<file path="config.mk">
export PLATFORM = sky130hd
export DESIGN_NAME = draw_command_clip_window_top
export DESIGN_NICKNAME = d
export VERILOG_FILES = /design/src/design/dccw_pkg.sv /design/src/design/dccw_cfg_regs.sv /design/src/design/dccw_clip_core.sv /design/src/design/draw_command_clip_window_top.sv
export VERILOG_INCLUDE_DIRS = /design/src /design/src/design
export SDC_FILE = /design/constraint.sdc
export NUM_CORES = 1
export LEC_CHECK = 0
export ABC_AREA = 1
export ABC_CLOCK_PERIOD_IN_PS = 6200
export CORE_MARGIN = 1
export CORE_UTILIZATION = 59
export CTS_BUF_LIST = sky130_fd_sc_hd__clkbuf_8 sky130_fd_sc_hd__clkbuf_16
export CTS_CLUSTER_SIZE = 14
export DETAILED_ROUTE_END_ITERATION = 7
export DONT_BUFFER_PORTS = 1
export PLACE_DENSITY = 0.78
export REMOVE_ABC_BUFFERS = 1
export SYNTH_ARGS = -nofsm -noshare
export SYNTH_HDL_FRONTEND = slang
export SYNTH_SLANG_ARGS = --single-unit
</file>
<file path="constraint.sdc">
create_clock -name aclk -period 6.2 [get_ports aclk]
set_input_delay 0.93 -clock aclk [delete_from_list [all_inputs] [get_ports aclk]]
set_output_delay 0.93 -clock aclk [all_outputs]
set_load 0.05 [all_outputs]
</file>
<file path="src/design/draw_command_clip_window_top_macros.svh">
// Assertion macros for the draw command clip window block.
// Included by the top module, which carries the concurrent assertions; no other dependencies.
`ifndef DRAW_COMMAND_CLIP_WINDOW_TOP_MACROS_SVH
`define DRAW_COMMAND_CLIP_WINDOW_TOP_MACROS_SVH

`ifndef SYNTHESIS
// Same-cycle implication, disabled during reset
`define DCCW_ASSERT_IMP(label, clk, rstn, ante, cons) \
    label: assert property (@(posedge clk) disable iff (!rstn) (ante) |-> (cons)) \
        else $error("dccw implication check failed");
// Next-cycle implication, disabled during reset
`define DCCW_ASSERT_NXT(label, clk, rstn, ante, cons) \
    label: assert property (@(posedge clk) disable iff (!rstn) (ante) |=> (cons)) \
        else $error("dccw next-cycle check failed");
`else
`define DCCW_ASSERT_IMP(label, clk, rstn, ante, cons)
`define DCCW_ASSERT_NXT(label, clk, rstn, ante, cons)
`endif

`endif

</file>
<file path="src/design/dccw_pkg.sv">
// Shared types, constants and helper functions for the draw command clip window.
// No dependencies; used by every module of the block.
package dccw_pkg;

    // Command kinds, same encoding on input and result
    typedef enum logic [1:0] {
        KIND_PIXEL = 2'd0,
        KIND_HLINE = 2'd1,
        KIND_VLINE = 2'd2,
        KIND_RECT  = 2'd3
    } cmd_kind_e;

    // Configuration register indexes
    typedef enum logic [1:0] {
        REG_CLIP_LEFT   = 2'd0,
        REG_CLIP_TOP    = 2'd1,
        REG_CLIP_RIGHT  = 2'd2,
        REG_CLIP_BOTTOM = 2'd3
    } cfg_index_e;

    localparam int CoordW = 16;
    localparam int ExtW   = CoordW + 2;

    // Reset values of the clip window
    localparam logic signed [CoordW-1:0] CLIP_LEFT_RST   = 16'sd0;
    localparam logic signed [CoordW-1:0] CLIP_TOP_RST    = 16'sd0;
    localparam logic signed [CoordW-1:0] CLIP_RIGHT_RST  = 16'sd130;
    localparam logic signed [CoordW-1:0] CLIP_BOTTOM_RST = 16'sd130;

    // Widened signed coordinate, holds any sum or difference of two coordinates
    typedef logic signed [ExtW-1:0] ext_t;

    localparam ext_t LEN_MAX = 18'sd65535;

    typedef struct packed {
        logic signed [CoordW-1:0] left;
        logic signed [CoordW-1:0] top;
        logic signed [CoordW-1:0] right;
        logic signed [CoordW-1:0] bottom;
    } window_t;

    typedef struct packed {
        cmd_kind_e                kind;
        logic signed [CoordW-1:0] pos_x;
        logic signed [CoordW-1:0] pos_y;
        logic signed [CoordW-1:0] span_w;
        logic signed [CoordW-1:0] span_h;
        logic        [CoordW-1:0] color;
    } cmd_t;

    typedef struct packed {
        logic                     draw;
        cmd_kind_e                out_type;
        logic signed [CoordW-1:0] out_x;
        logic signed [CoordW-1:0] out_y;
        logic        [CoordW-1:0] out_w;
        logic        [CoordW-1:0] out_h;
        logic        [CoordW-1:0] out_color;
    } result_t;

    // Sign-extend a coordinate to the wide type
    function automatic ext_t sx(input logic signed [CoordW-1:0] v);
        return {{(ExtW-CoordW){v[CoordW-1]}}, v};
    endfunction

    // Clamp a length to [0, 65535]
    function automatic logic [CoordW-1:0] sat_len(input ext_t v);
        logic [CoordW-1:0] r;
        if (v < 0) begin
            r = '0;
        end else if (v > LEN_MAX) begin
            r = '1;
        end else begin
            r = v[CoordW-1:0];
        end
        return r;
    endfunction

endpackage

</file>
<file path="src/design/dccw_cfg_regs.sv">
// Clip window register file, written through the configuration channel.
// Depends on dccw_pkg.
module dccw_cfg_regs (
    input  logic                aclk,
    input  logic                aresetn,
    input  logic                cfg_valid,
    output logic                cfg_ready,
    input  logic [1:0]          cfg_index,
    input  logic [15:0]         cfg_data,
    output dccw_pkg::window_t   window
);
    import dccw_pkg::*;

    window_t win_reg;
    window_t win_next;

    assign cfg_ready = 1'b1;
    assign window    = win_reg;

    // Register select
    always_comb begin
        win_next = win_reg;
        if (cfg_valid) begin
            case (cfg_index_e'(cfg_index))
                REG_CLIP_LEFT:   win_next.left   = cfg_data;
                REG_CLIP_TOP:    win_next.top    = cfg_data;
                REG_CLIP_RIGHT:  win_next.right  = cfg_data;
                REG_CLIP_BOTTOM: win_next.bottom = cfg_data;
                default:         win_next = win_reg;
            endcase
        end
    end

    always_ff @(posedge aclk) begin
        if (!aresetn) begin
            win_reg.left   <= CLIP_LEFT_RST;
            win_reg.top    <= CLIP_TOP_RST;
            win_reg.right  <= CLIP_RIGHT_RST;
            win_reg.bottom <= CLIP_BOTTOM_RST;
        end else begin
            win_reg <= win_next;
        end
    end

endmodule

</file>
<file path="src/design/dccw_clip_core.sv">
// Combinational scissor logic: clips one draw command against the window.
// Depends on dccw_pkg.
module dccw_clip_core (
    input  dccw_pkg::cmd_t    cmd,
    input  dccw_pkg::window_t window,
    output dccw_pkg::result_t res
);
    import dccw_pkg::*;

    ext_t x, y, w, h;
    ext_t lft, top, rgt, bot;
    ext_t x_end, y_end;
    ext_t x_lo, y_lo;       // start clamped to the low bound
    ext_t x_hi, y_hi;       // end clamped to the high bound
    logic x_in, y_in;
    logic hrun_keep, vrun_keep;
    logic keep;
    ext_t ox, oy, ow, oh;

    assign x   = sx(cmd.pos_x);
    assign y   = sx(cmd.pos_y);
    assign w   = sx(cmd.span_w);
    assign h   = sx(cmd.span_h);
    assign lft = sx(window.left);
    assign top = sx(window.top);
    assign rgt = sx(window.right);
    assign bot = sx(window.bottom);

    assign x_end = x + w;
    assign y_end = y + h;
    assign x_lo  = (x < lft) ? lft : x;
    assign y_lo  = (y < top) ? top : y;
    assign x_hi  = (x_end > rgt) ? rgt : x_end;
    assign y_hi  = (y_end > bot) ? bot : y_end;

    assign x_in = (lft <= x) && (x <= rgt);
    assign y_in = (top <= y) && (y <= bot);

    // Run trim: dropped if it ends before the low bound, or if it overruns
    // the high bound while starting beyond it
    assign hrun_keep = !((x < lft) && (x_end < lft)) && !((rgt < x_end) && (rgt < x_lo));
    assign vrun_keep = !((y < top) && (y_end < top)) && !((bot < y_end) && (bot < y_lo));

    // Per-kind selection
    always_comb begin
        keep = 1'b0;
        ox   = x;
        oy   = y;
        ow   = '0;
        oh   = '0;
        case (cmd.kind)
            KIND_PIXEL: begin
                keep = x_in && y_in;
            end
            KIND_HLINE: begin
                keep = y_in && hrun_keep;
                ox   = x_lo;
                ow   = x_hi - x_lo;
            end
            KIND_VLINE: begin
                keep = x_in && vrun_keep;
                oy   = y_lo;
                oh   = y_hi - y_lo;
            end
            KIND_RECT: begin
                keep = (x <= rgt) && (x_end >= lft) && (y <= bot) && (y_end >= top);
                ox   = x_lo;
                oy   = y_lo;
                ow   = x_hi - x_lo;
                oh   = y_hi - y_lo;
            end
            default: begin
                keep = 1'b0;
            end
        endcase
    end

    // Dropped commands carry only their kind
    always_comb begin
        res.draw     = keep;
        res.out_type = cmd.kind;
        if (keep) begin
            res.out_x     = ox[CoordW-1:0];
            res.out_y     = oy[CoordW-1:0];
            res.out_w     = sat_len(ow);
            res.out_h     = sat_len(oh);
            res.out_color = cmd.color;
        end else begin
            res.out_x     = '0;
            res.out_y     = '0;
            res.out_w     = '0;
            res.out_h     = '0;
            res.out_color = '0;
        end
    end

endmodule

</file>
<file path="src/design/draw_command_clip_window_top.sv">
// Path: input register, clip, result register; m_tvalid is driven by the result register,
// which loads from the input register whenever the result stage is free.
// Throughput: one item per cycle unless m_tready stalls the output; the clip logic
// between the two registers is a handful of 18-bit adds and compares.
// Reset (aresetn low, synchronous): both stages empty, clip window returns to
// left 0, top 0, right 130, bottom 130.
`include "draw_command_clip_window_top_macros.svh"

module draw_command_clip_window_top (
    input  logic        aclk,
    input  logic        aresetn,
    // Configuration write channel
    input  logic        cfg_valid,
    output logic        cfg_ready,
    input  logic [1:0]  cfg_index,
    input  logic [15:0] cfg_data,
    // Command input
    input  logic        s_tvalid,
    output logic        s_tready,
    input  logic [79:0] s_tdata,   // pos_x, pos_y, span_w, span_h, color
    input  logic [1:0]  s_tuser,   // req_type
    // Clipped result
    output logic        m_tvalid,
    input  logic        m_tready,
    output logic [79:0] m_tdata,   // out_x, out_y, out_w, out_h, out_color
    output logic [2:0]  m_tuser    // draw, out_type
);
    import dccw_pkg::*;

    window_t window;
    cmd_t    in_cmd_reg;
    cmd_t    in_cmd_next;
    logic    in_valid_reg;
    logic    in_valid_next;
    result_t clip_res;
    result_t out_res_reg;
    result_t out_res_next;
    logic    out_valid_reg;
    logic    out_valid_next;
    logic    out_ready;

    dccw_cfg_regs u_cfg (
        .aclk      (aclk),
        .aresetn   (aresetn),
        .cfg_valid (cfg_valid),
        .cfg_ready (cfg_ready),
        .cfg_index (cfg_index),
        .cfg_data  (cfg_data),
        .window    (window)
    );

    dccw_clip_core u_clip (
        .cmd    (in_cmd_reg),
        .window (window),
        .res    (clip_res)
    );

    // Stage handshakes: each stage loads when it is empty or drains this cycle
    assign out_ready = !out_valid_reg || m_tready;
    assign s_tready  = !in_valid_reg || out_ready;

    // Input stage
    always_comb begin
        in_valid_next = in_valid_reg;
        in_cmd_next   = in_cmd_reg;
        if (s_tready) begin
            in_valid_next = s_tvalid;
        end
        if (s_tvalid && s_tready) begin
            in_cmd_next.kind   = cmd_kind_e'(s_tuser);
            in_cmd_next.pos_x  = s_tdata[15:0];
            in_cmd_next.pos_y  = s_tdata[31:16];
            in_cmd_next.span_w = s_tdata[47:32];
            in_cmd_next.span_h = s_tdata[63:48];
            in_cmd_next.color  = s_tdata[79:64];
        end
    end

    // Result stage
    always_comb begin
        out_valid_next = out_valid_reg;
        out_res_next   = out_res_reg;
        if (out_ready) begin
            out_valid_next = in_valid_reg;
            if (in_valid_reg) begin
                out_res_next = clip_res;
            end
        end
    end

    always_ff @(posedge aclk) begin
        if (!aresetn) begin
            in_valid_reg  <= 1'b0;
            out_valid_reg <= 1'b0;
        end else begin
            in_valid_reg  <= in_valid_next;
            out_valid_reg <= out_valid_next;
        end
    end

    // Payload registers, no reset
    always_ff @(posedge aclk) begin
        in_cmd_reg  <= in_cmd_next;
        out_res_reg <= out_res_next;
    end

    assign m_tvalid = out_valid_reg;
    assign m_tdata  = {out_res_reg.out_color, out_res_reg.out_h, out_res_reg.out_w,
                       out_res_reg.out_y, out_res_reg.out_x};
    assign m_tuser  = {out_res_reg.out_type, out_res_reg.draw};

    // A clipped item moving forward shows up at the output next cycle
    `DCCW_ASSERT_NXT(a_fwd_to_out, aclk, aresetn, in_valid_reg && out_ready, m_tvalid)
    // A full pipeline under output stall takes no new item
    `DCCW_ASSERT_IMP(a_stall_blocks, aclk, aresetn, m_tvalid && !m_tready && in_valid_reg, !s_tready)
    // Dropped commands carry an all-zero payload
    `DCCW_ASSERT_IMP(a_drop_zero, aclk, aresetn, m_tvalid && !out_res_reg.draw, m_tdata == '0)
    // Pixels never report a size
    `DCCW_ASSERT_IMP(a_pixel_nosize, aclk, aresetn,
        m_tvalid && out_res_reg.out_type == KIND_PIXEL,
        out_res_reg.out_w == '0 && out_res_reg.out_h == '0)

endmodule

</file>
## Word level (Yosys, flattened, before mapping)

Index checks and enable logic that the tools add are counted.

- Word-level logic and storage cells: 95
- Output and inout bits: 86
- Input port bits: 105
- Bits in registers: 231

- Multiplexer cells: 11
- Add/sub/neg operators: 4
- Bitwise logic cells: 1
- Magnitude comparators: 20
- Equality and inequality tests: 6
- Reduce and logical (&&, ||, !) cells: 34

Operators with widths:

| kind | number |
|---|---|
| $mux W18 | 6 |
| $le A16 B16 Y1 | 4 |
| $mux W16 | 4 |
| $gt A18 B17 Y1 const B | 2 |
| $lt A16 B18 Y1 | 2 |
| $lt A18 B1 Y1 const B | 2 |
| $sub A18 B18 Y18 | 2 |
| $add A16 B16 Y17 | 2 |
| $ge A17 B16 Y1 | 2 |
| $gt A17 B16 Y1 | 2 |
| $lt A16 B17 Y1 | 2 |
| $lt A17 B16 Y1 | 2 |
| $lt A16 B16 Y1 | 2 |
| $logic_and A1 B1 Y1 | 15 |
| $reduce_and A2 Y1 | 5 |
| $eq A2 B2 Y1 const B | 4 |
| $reduce_or A2 Y1 | 4 |
| $logic_not A1 Y1 | 6 |
| $eq A2 B1 Y1 const B | 2 |
| $logic_not A2 Y1 | 2 |
| $pmux W1 S4 | 1 |
| $logic_or A1 B1 Y1 | 2 |
| $not A1 Y1 | 1 |

## Longest topological paths before layout

Gate-level depths: netlist (run 1).

- Word-level depth: 10
- Depth in mapped cells: 47
- Gate-level depth less buffers: 45

## Modules after synthesis

From an unflattened synthesis (run 1), not the netlist that was laid out.

- Cell total of the unflattened synthesis: 2,038
- Area total of the unflattened synthesis: 16,641.0 µm²

Modules (own cells, without submodules):

| module | instances | cells each | area each (µm²) |
|---|---|---|---|
| dccw_clip_core | 1 | 1,452 | 8,943.6 |
| draw_command_clip_window_top | 1 | 178 | 5,049.8 |
| dccw_cfg_regs | 1 | 408 | 2,647.5 |

## Worst setup path after synthesis (run 1)

OpenSTA, ideal clock, no wires.

- Kind: register to register
- Start: register in_cmd_reg[64] in the netlist's numbering
- End: register out_res_reg (netlist bit m_tdata[38]) (data pin)
- Arrival time: 5.969 ns
- Buffers on the path: 2
- Path slack: 0.093 ns
- Period minus slack after synthesis: 6.107 ns
- Cell stages (with the launch flop): 44
- Required time: 6.062 ns
- Cell sequence: edfxtp_1 ha_1 inv_1 fa_1 nand3b_1 nand2_1 a21oi_1 o21ai_0 a21oi_1 o21bai_1 nand2_1 inv_1 o21ai_0 nand2_1 nand2_1 nand2_1 xor2_1 ha_1 [... 8 more ...] o21ai_0 inv_1 fa_1 o21ai_1 nand2_1 nand2_1 nand2_1 nand2_1 a21oi_1 inv_1 nand2_1 a21oi_1 o21ai_1 a21o_1 a211oi_4 buf_4 nor2_1 nor2_1

- Cells in the longest elaborated chain, start to end: 10
- Elaborated cells between the ends (all ways): 31
- Classes of those cells: add/sub (2); order compare (10); mux (5); bitwise (1); reduce/logical (13)

RTL lines:

| what | line | text |
|---|---|---|
| start: declaration | draw_command_clip_window_top.sv:31 | `cmd_t in_cmd_reg;` |
| start signal: assignment | draw_command_clip_window_top.sv:103 | `in_cmd_reg <= in_cmd_next;` |
| branches (longest 10 deep; another with $sub A18 B18 Y18) | -- |  |
| end signal: assignment | draw_command_clip_window_top.sv:104 | `out_res_reg <= out_res_next;` |
| end: declaration | draw_command_clip_window_top.sv:36 | `result_t out_res_reg;` |

Parallel ways; which one is timed is not known.
A chain may end at the register's enable or synchronous reset.

## Final worst setup path (run 1)

- Start: register in_cmd_reg[48] in the netlist's numbering
- End: register out_res_reg (netlist bit m_tdata[58]) (data pin)

- Cells in the longest elaborated chain, start to end: 10
- Elaborated cells between the ends (all ways): 30
- Classes of those cells: add/sub (2); order compare (10); mux (5); bitwise (1); reduce/logical (12)

RTL lines:

| what |
|---|
| branches (longest 10 deep; another with $sub A18 B18 Y18) |

Parallel ways; which one is timed is not known.

==> impl_metrics.csv, run 1 <==
group,metric,value,unit
detailed_routing,wl,45.7,mm
setup_path,cpMostUsedCell,"nor2_2",
synth,synth_top_area_share,30.9,%
sta,worst_clock_skew,0.0174,ns
layout,layout.cells.non_filler,2439,
setup_path,crit_buf_inv,5,
setup_path,path_max_fanout,8,
setup_path,worstPathRequired,6.59,ns
sta,final_max_slew_viol_count,0,
layout,largest_reg_flops,82,
setup_path,rrSetupSlack,-0.04,ns
synth,ys_warn_count,0,
sta,fmax,160,MHz
clock_tree,cts_tree,"done",
global_route,first_global_vias,13030,
sta,worst_pin_slew,1.08,ns
detailed_routing,antenna_left,0,
sta,rsz0062_at_grt,"true",
synth,synth-edff-count,165,
synth,ys_types,46,
floorplanning,die_w,167,µm
synth,yosysSeqAreaShare,39.2,%
sta,worst_slack,-0.0395,ns
worst_hold_path,min_path_type,"in -> reg",
synth,avgSynthCellArea,8.27,µm²
global_route,grt_pass1_wl,69.2,mm
synth,netlist.top_cell.by_area,"edfxtp_1",
global_route,overflow,0,
pwr,leakage,8.55,nW
sta,fin_crit,6.24,ns
global_route,track_usage,31.9,%
clock_tree,cts_hold_buf,0,
setup_path,crit_family,"compound AO/OA/AOI/OAI gates",
clock_tree,clk_pin_slew,0.06,ns
detailed_routing,vias,14184,
detailed_routing,vias_per_cell,5.82,
layout,mostFrequentLayoutCell,"nand2_1",
synth,synthFlopType,"edfxtp_1",
place,pre_cts_ws,-0.443,ns
worst_hold_path,hp-start,"s_tdata[48]",
synth,netlist_instances,1937,
place,place.gp.congestion,0.984,
layout,area_delta_synth_final,18.8,%
floorplanning,die-area,27800,µm²
worst_hold_path,whs_path_depth,0,
synth,synth-async-reset-ratio,0,%
floorplanning,start_util,60.8,%
layout,nets,2421,
layout,final_util,72.2,%
clock_tree,cts_buffer_depth,3,
sta,fin_crit_sh,101,%
floorplanning,fp-row-count,59,
layout,diodes,0,
setup_path,r2r_end,"m_tdata[58]",
place,io_buffers,0,
setup_path,r2r_start,"in_cmd_reg[48]",
pwr,total_power,7.33,mW
run,maxCapViolCount,0,
global_route,antenna_found_initial,0,
place,hpwl,34.4,mm
setup_path,reg2reg_depth,41,
clock_tree,clk_latency,0.55,ns
layout,drive_gt1_share,16.4,%
global_route,grt_max_degree,64,
clock_tree,cts_buffers,26,
floorplanning,die_h,167,µm
synth,ys_seq_elements,231,
setup_path,slowest_stage,"fa_2",
sta,setup_viol,8,
clock_tree,cts.sinks,231,
synth,syn_area,16000,µm²
clock_tree,htreeDepth,1,
pwr,ir_drop,290,µV
detailed_routing,wl_per_cell,18.7,µm
setup_path,cp.arrival,6.63,ns
outcome,violations,"negative setup slack",
synth,synthTopCellsByArea,"edfxtp_1 (31%), ha_1 (18%), dfxtp_1 (8.2%)",
sta,hold_viol_final,0,
sta,slew_headroom,28.2,%
setup_path,cp_slowest_stage_delay,0.39,ns
layout,fin_area,19000,µm²
detailed_routing,dr.pass1.iters,7,
setup_path,cp-end-kind,"flop",
setup_path,crit_type,"reg -> reg",
pwr,pwr_density_cell,385,nW/µm²
detailed_routing,drt_iter0_markers,1284,
setup_path,cp-start-kind,"flop",
worst_hold_path,holdPathEnd,"in_cmd_reg[16]",
detailed_routing,drc,0,
outcome,status,"finished with violations",
floorplanning,core-area,26400,µm²
place,dp.cells,2360,
floorplanning,ios,191,
clock_tree,cts_root_buf,"clkbuf_16",
layout,final_cell_mix,"nand2_1 (300), inv_1 (256), ha_1 (214)",
place,dpl-instance-area,17300,µm²
-- metrics by stage --
step | setup TNS, ns | hold WS, ns
final | -0.0902 | 0.473
after global routing | -12.50 | 0.463
after CTS | 0 | 0.459
after detailed placement | -9.81 | 0.514
after global placement | -1.78 | 0.508
after floorplan | -9.64 | 0.451
-- logic make-up (layout without fill, tap and decap cells) --
| group | Yosys count | in the layout | synth area share (%) |
|---|---|---|---|
| compound gates | 502 | 502 | 16.9 |
| fa+ha+maj | 232 | 232 | 18.3 |
| flops | 231 | 231 | 39.2 |
| simple gates | 621 | 621 | 16.1 |
| buf+inv | 315 | 482 | 7.61 |
| xor+xnor | 35 | 35 | 1.91 |
| other cells | 1 | 1 | 0.0234 |
-- worst max-delay path by stage --
stage / from / to / slack (ns) / depth (start not counted)
after floorplan: in_cmd_reg[48] / m_tdata[50] / -0.56 / 41
after global placement: in_cmd_reg[64] / m_tdata[45] / -0.13 / 41
after detailed placement: in_cmd_reg[66] / m_tdata[45] / -0.44 / 39
after CTS: in_cmd_reg[48] / m_tdata[50] / 0.001 / 41
after global routing: in_cmd_reg[48] / m_tdata[58] / -0.43 / 41
final: in_cmd_reg[48] / m_tdata[58] / -0.04 / 41
-- power by group --
group,switching [mW],internal [mW]
clock,0.628,0.975
combinational,2.15,1.60
sequential,0.187,1.79
total,2.97,4.36
-- cell usage after synthesis, types with 11 or more instances --
cell        n
inv_1     263
nand2_1   312
a21oi_1   218
nand4_1    26
nor2_1    188
nor3_1     17
xor2_1     24
nand3_1    45
clkbuf_1   36
edfxtp_1  165
dfxtp_1    66
o21ai_0   213
ha_1      228
xnor2_1    11
-- repair_timing --
item | CTS | global route
resized for setup | 34 | 122
gates cloned | 0 | 1
endpoints found under the setup margin | 32 | 32
endpoints found under the hold margin | 0 | 0
pin swaps | 23 | 96
setup buffers | 7 | 23
-- metal layers --
metal  wire [µm]  GRT usage (%)
met5           0              0
met4        1120           8.53
met3        4390           6.54
met2       18800           45.9
met1       21400           48.3
-- layout make-up --
| class | count | area (µm²) |
|---|---|---|
| clock inverter | 19 | 189 |
| multi-input combinational | 1391 | 9080 |
| inverter | 267 | 1010 |
| sequential | 231 | 6280 |
| clock buffer | 29 | 703 |
| tap | 335 | 419 |
| fill | 2039 | 7320 |
| timing repair buffer | 167 | 1360 |
Power figures use the tool's default switching activity.
==> run 2: changes to the inputs <==
- CORE_UTILIZATION: 59 -> 61
- CTS_BUF_LIST: sky130_fd_sc_hd__clkbuf_8 sky130_fd_sc_hd__clkbuf_16 -> sky130_fd_sc_hd__clkbuf_8
- PLACE_DENSITY: 0.78 -> 0.8
==> run 2 against run 1 <==
- critical endpoint is now m_tdata[52]
- via count increased by 1.4%
- maximum frequency decreased by 0.89%
- the flow still finishes with violations (negative setup slack)
- sequential share of layout area increased by 0.093 points
- highest routed layer unchanged
- flip-flop and latch count unchanged
- core utilization increased by 2.3 points
- setup slack got worse by 0.056 ns
==> impl_metrics.csv, run 2 (synthesized netlist as in run 1, its figures left out) <==
group,metric,value,unit
pwr,seq_power_share,27.5,%
detailed_routing,antenna_left,0,
layout,mostFrequentLayoutCell,"nand2_1",
pwr,p_int,4.12,mW
floorplanning,fp-row-count,58,
global_route,grt_max_degree,77,
layout,final_util,74.5,%
floorplanning,start_util,62.9,%
floorplanning,die_w,164,µm
sta,setup_viol,16,
sta,final_max_slew_viol_count,0,
pwr,pwr_density_cell,378,nW/µm²
clock_tree,cts_buffers,39,
place,hpwl,34.0,mm
layout,area_delta_synth_final,18.5,%
setup_path,cpMostUsedCell,"nor2_1",
floorplanning,die-area,26900,µm²
setup_path,slowest_stage,"edfxtp_1",
layout,num-fill-cells,1866,
detailed_routing,routed.top_layer,"met4",
detailed_routing,vias,14379,
layout,final_cell_mix,"nand2_1 (293), inv_1 (262), ha_1 (216)",
place,pre_cts_ws,-0.420,ns
run,maxCapViolCount,0,
pwr,power.switching,3.06,mW
sta,hold_viol_final,0,
detailed_routing,dr_wl_met3,4.93,mm
global_route,antenna_found_initial,0,
global_route,first_global_vias,12927,
clock_tree,cts.sinks,231,
clock_tree,cts_buffer_depth,3,
place,io_buffers,0,
outcome,violations,"negative setup slack",
setup_path,crit_type,"reg -> reg",
layout,fin_area,19000,µm²
pwr,total_power,7.18,mW
detailed_routing,vias_per_cell,5.85,
sta,worst_clock_skew,0.0255,ns
clock_tree,cts_tree,"done",
sta,fin_crit_sh,102,%
detailed_routing,dr.pass1.iters,6,
layout,nets,2437,
layout,drive_gt1_share,18.5,%
global_route,track_usage,33.1,%
setup_path,path_max_fanout,8,
floorplanning,ios,191,
worst_hold_path,min_path_type,"in -> reg",
outcome,status,"finished with violations",
detailed_routing,drc,0,
setup_path,cp.arrival,6.70,ns
setup_path,cp_slowest_stage_delay,0.44,ns
detailed_routing,wl_met1,20.6,mm
sta,worst_pin_slew,1.10,ns
place,place.gp.congestion,1.00,
sta,worst_slack,-0.0952,ns
floorplanning,core-area,25500,µm²
pwr,leakage,8.53,nW
detailed_routing,wl_per_cell,18.7,µm
setup_path,cp-end-kind,"flop",
clock_tree,cts_hold_buf,0,
place,dpl-instance-area,17200,µm²
clock_tree,cts_root_buf,"clkbuf_8",
pwr,sw_frac_of_total,42.7,%
sta,slew_headroom,26.7,%
detailed_routing,wl,45.9,mm
layout,diodes,0,
clock_tree,htreeDepth,2,
sta,fmax,159,MHz
floorplanning,die_h,164,µm
pwr,clock_power_share,18.4,%
global_route,grt_pass1_wl,68.3,mm
setup_path,worstPathRequired,6.61,ns
setup_path,cp-start-kind,"flop",
clock_tree,clk_latency,0.56,ns
sta,rsz0062_at_grt,"true",
layout,largest_reg_flops,82,
sta,fin_crit,6.30,ns
clock_tree,clk_pin_slew,0.06,ns
pwr,ir_drop,289,µV
detailed_routing,met2_length,19.0,mm
detailed_routing,drt_iter0_markers,1622,
global_route,overflow,0,
pwr,power_frac_comb,54.1,%
## run 2: per-stage QoR
stage | cells | setup TNS (ns) | hold slack (ns)
after CTS | 2427 | 0 | 0.442
after global routing | 2458 | -12.76 | 0.441
after floorplan | 1889 | -9.64 | 0.451
final | 2458 | -0.456 | 0.463
after global placement | 2343 | -2.30 | 0.494
after detailed placement | 2343 | -9.43 | 0.512
## run 2: worst paths after layout
path / startpoint / to / slack, ns / depth (start not counted)
worst max-delay path: in_cmd_reg[51] / m_tdata[52] / -0.1 / 40
worst min-delay path: s_tdata[65] / in_cmd_reg[1] / 0.46 / 0
worst max register to register: in_cmd_reg[51] / m_tdata[52] / -0.1 / 40
worst min register to register: u_cfg.window[48] / u_cfg.window[48] / 0.52 / 2
## run 2: cell type report
type,instances,area [µm²],area share (%)
multi-input combinational,1391,9180,48.4
sequential,231,6280,33.1
timing repair buffer,170,1370,7.22
inverter,267,1000,5.29
clock buffer,40,551,2.90
tap,330,413,2.17
clock inverter,29,188,0.989
## run 2: layer usage
metal	track usage, %	up-vias
met4	10.4	0
met5	0	-
met1	49.6	6593
li1	-	6970
met2	47.8	733
met3	5.78	83
## run 2: repair_timing
action,4_1_cts,5_1_grt
setup endpoints to repair,32,32
pin swaps,12,121
cloned,1,1
resized for setup,24,173
setup buffers,14,30
## run 2: power by group through the flow
stage          Combinational (mW)  Clock (mW)  Sequential [mW]
4_1_cts                      3.21        1.34             1.97
2_1_floorplan                2.00           0             1.99
5_1_grt                      4.27        1.41             1.98
3_5_place_dp                 3.10           0             2.00
6_report                     3.88        1.32             1.97
3_3_place_gp                 3.02           0             2.00
## run 2: worst max-delay path: cells and delay by family, from the launching register on
family	cells	cell delay, ns
adder cells (fa/ha/maj)	4	1.18
AND/OR/NAND/NOR	16	1.61
XOR/XNOR	2	0.45
buffers and inverters	5	0.66
flip-flops	1	0.44
AO/OA/AOI/OAI	13	1.82
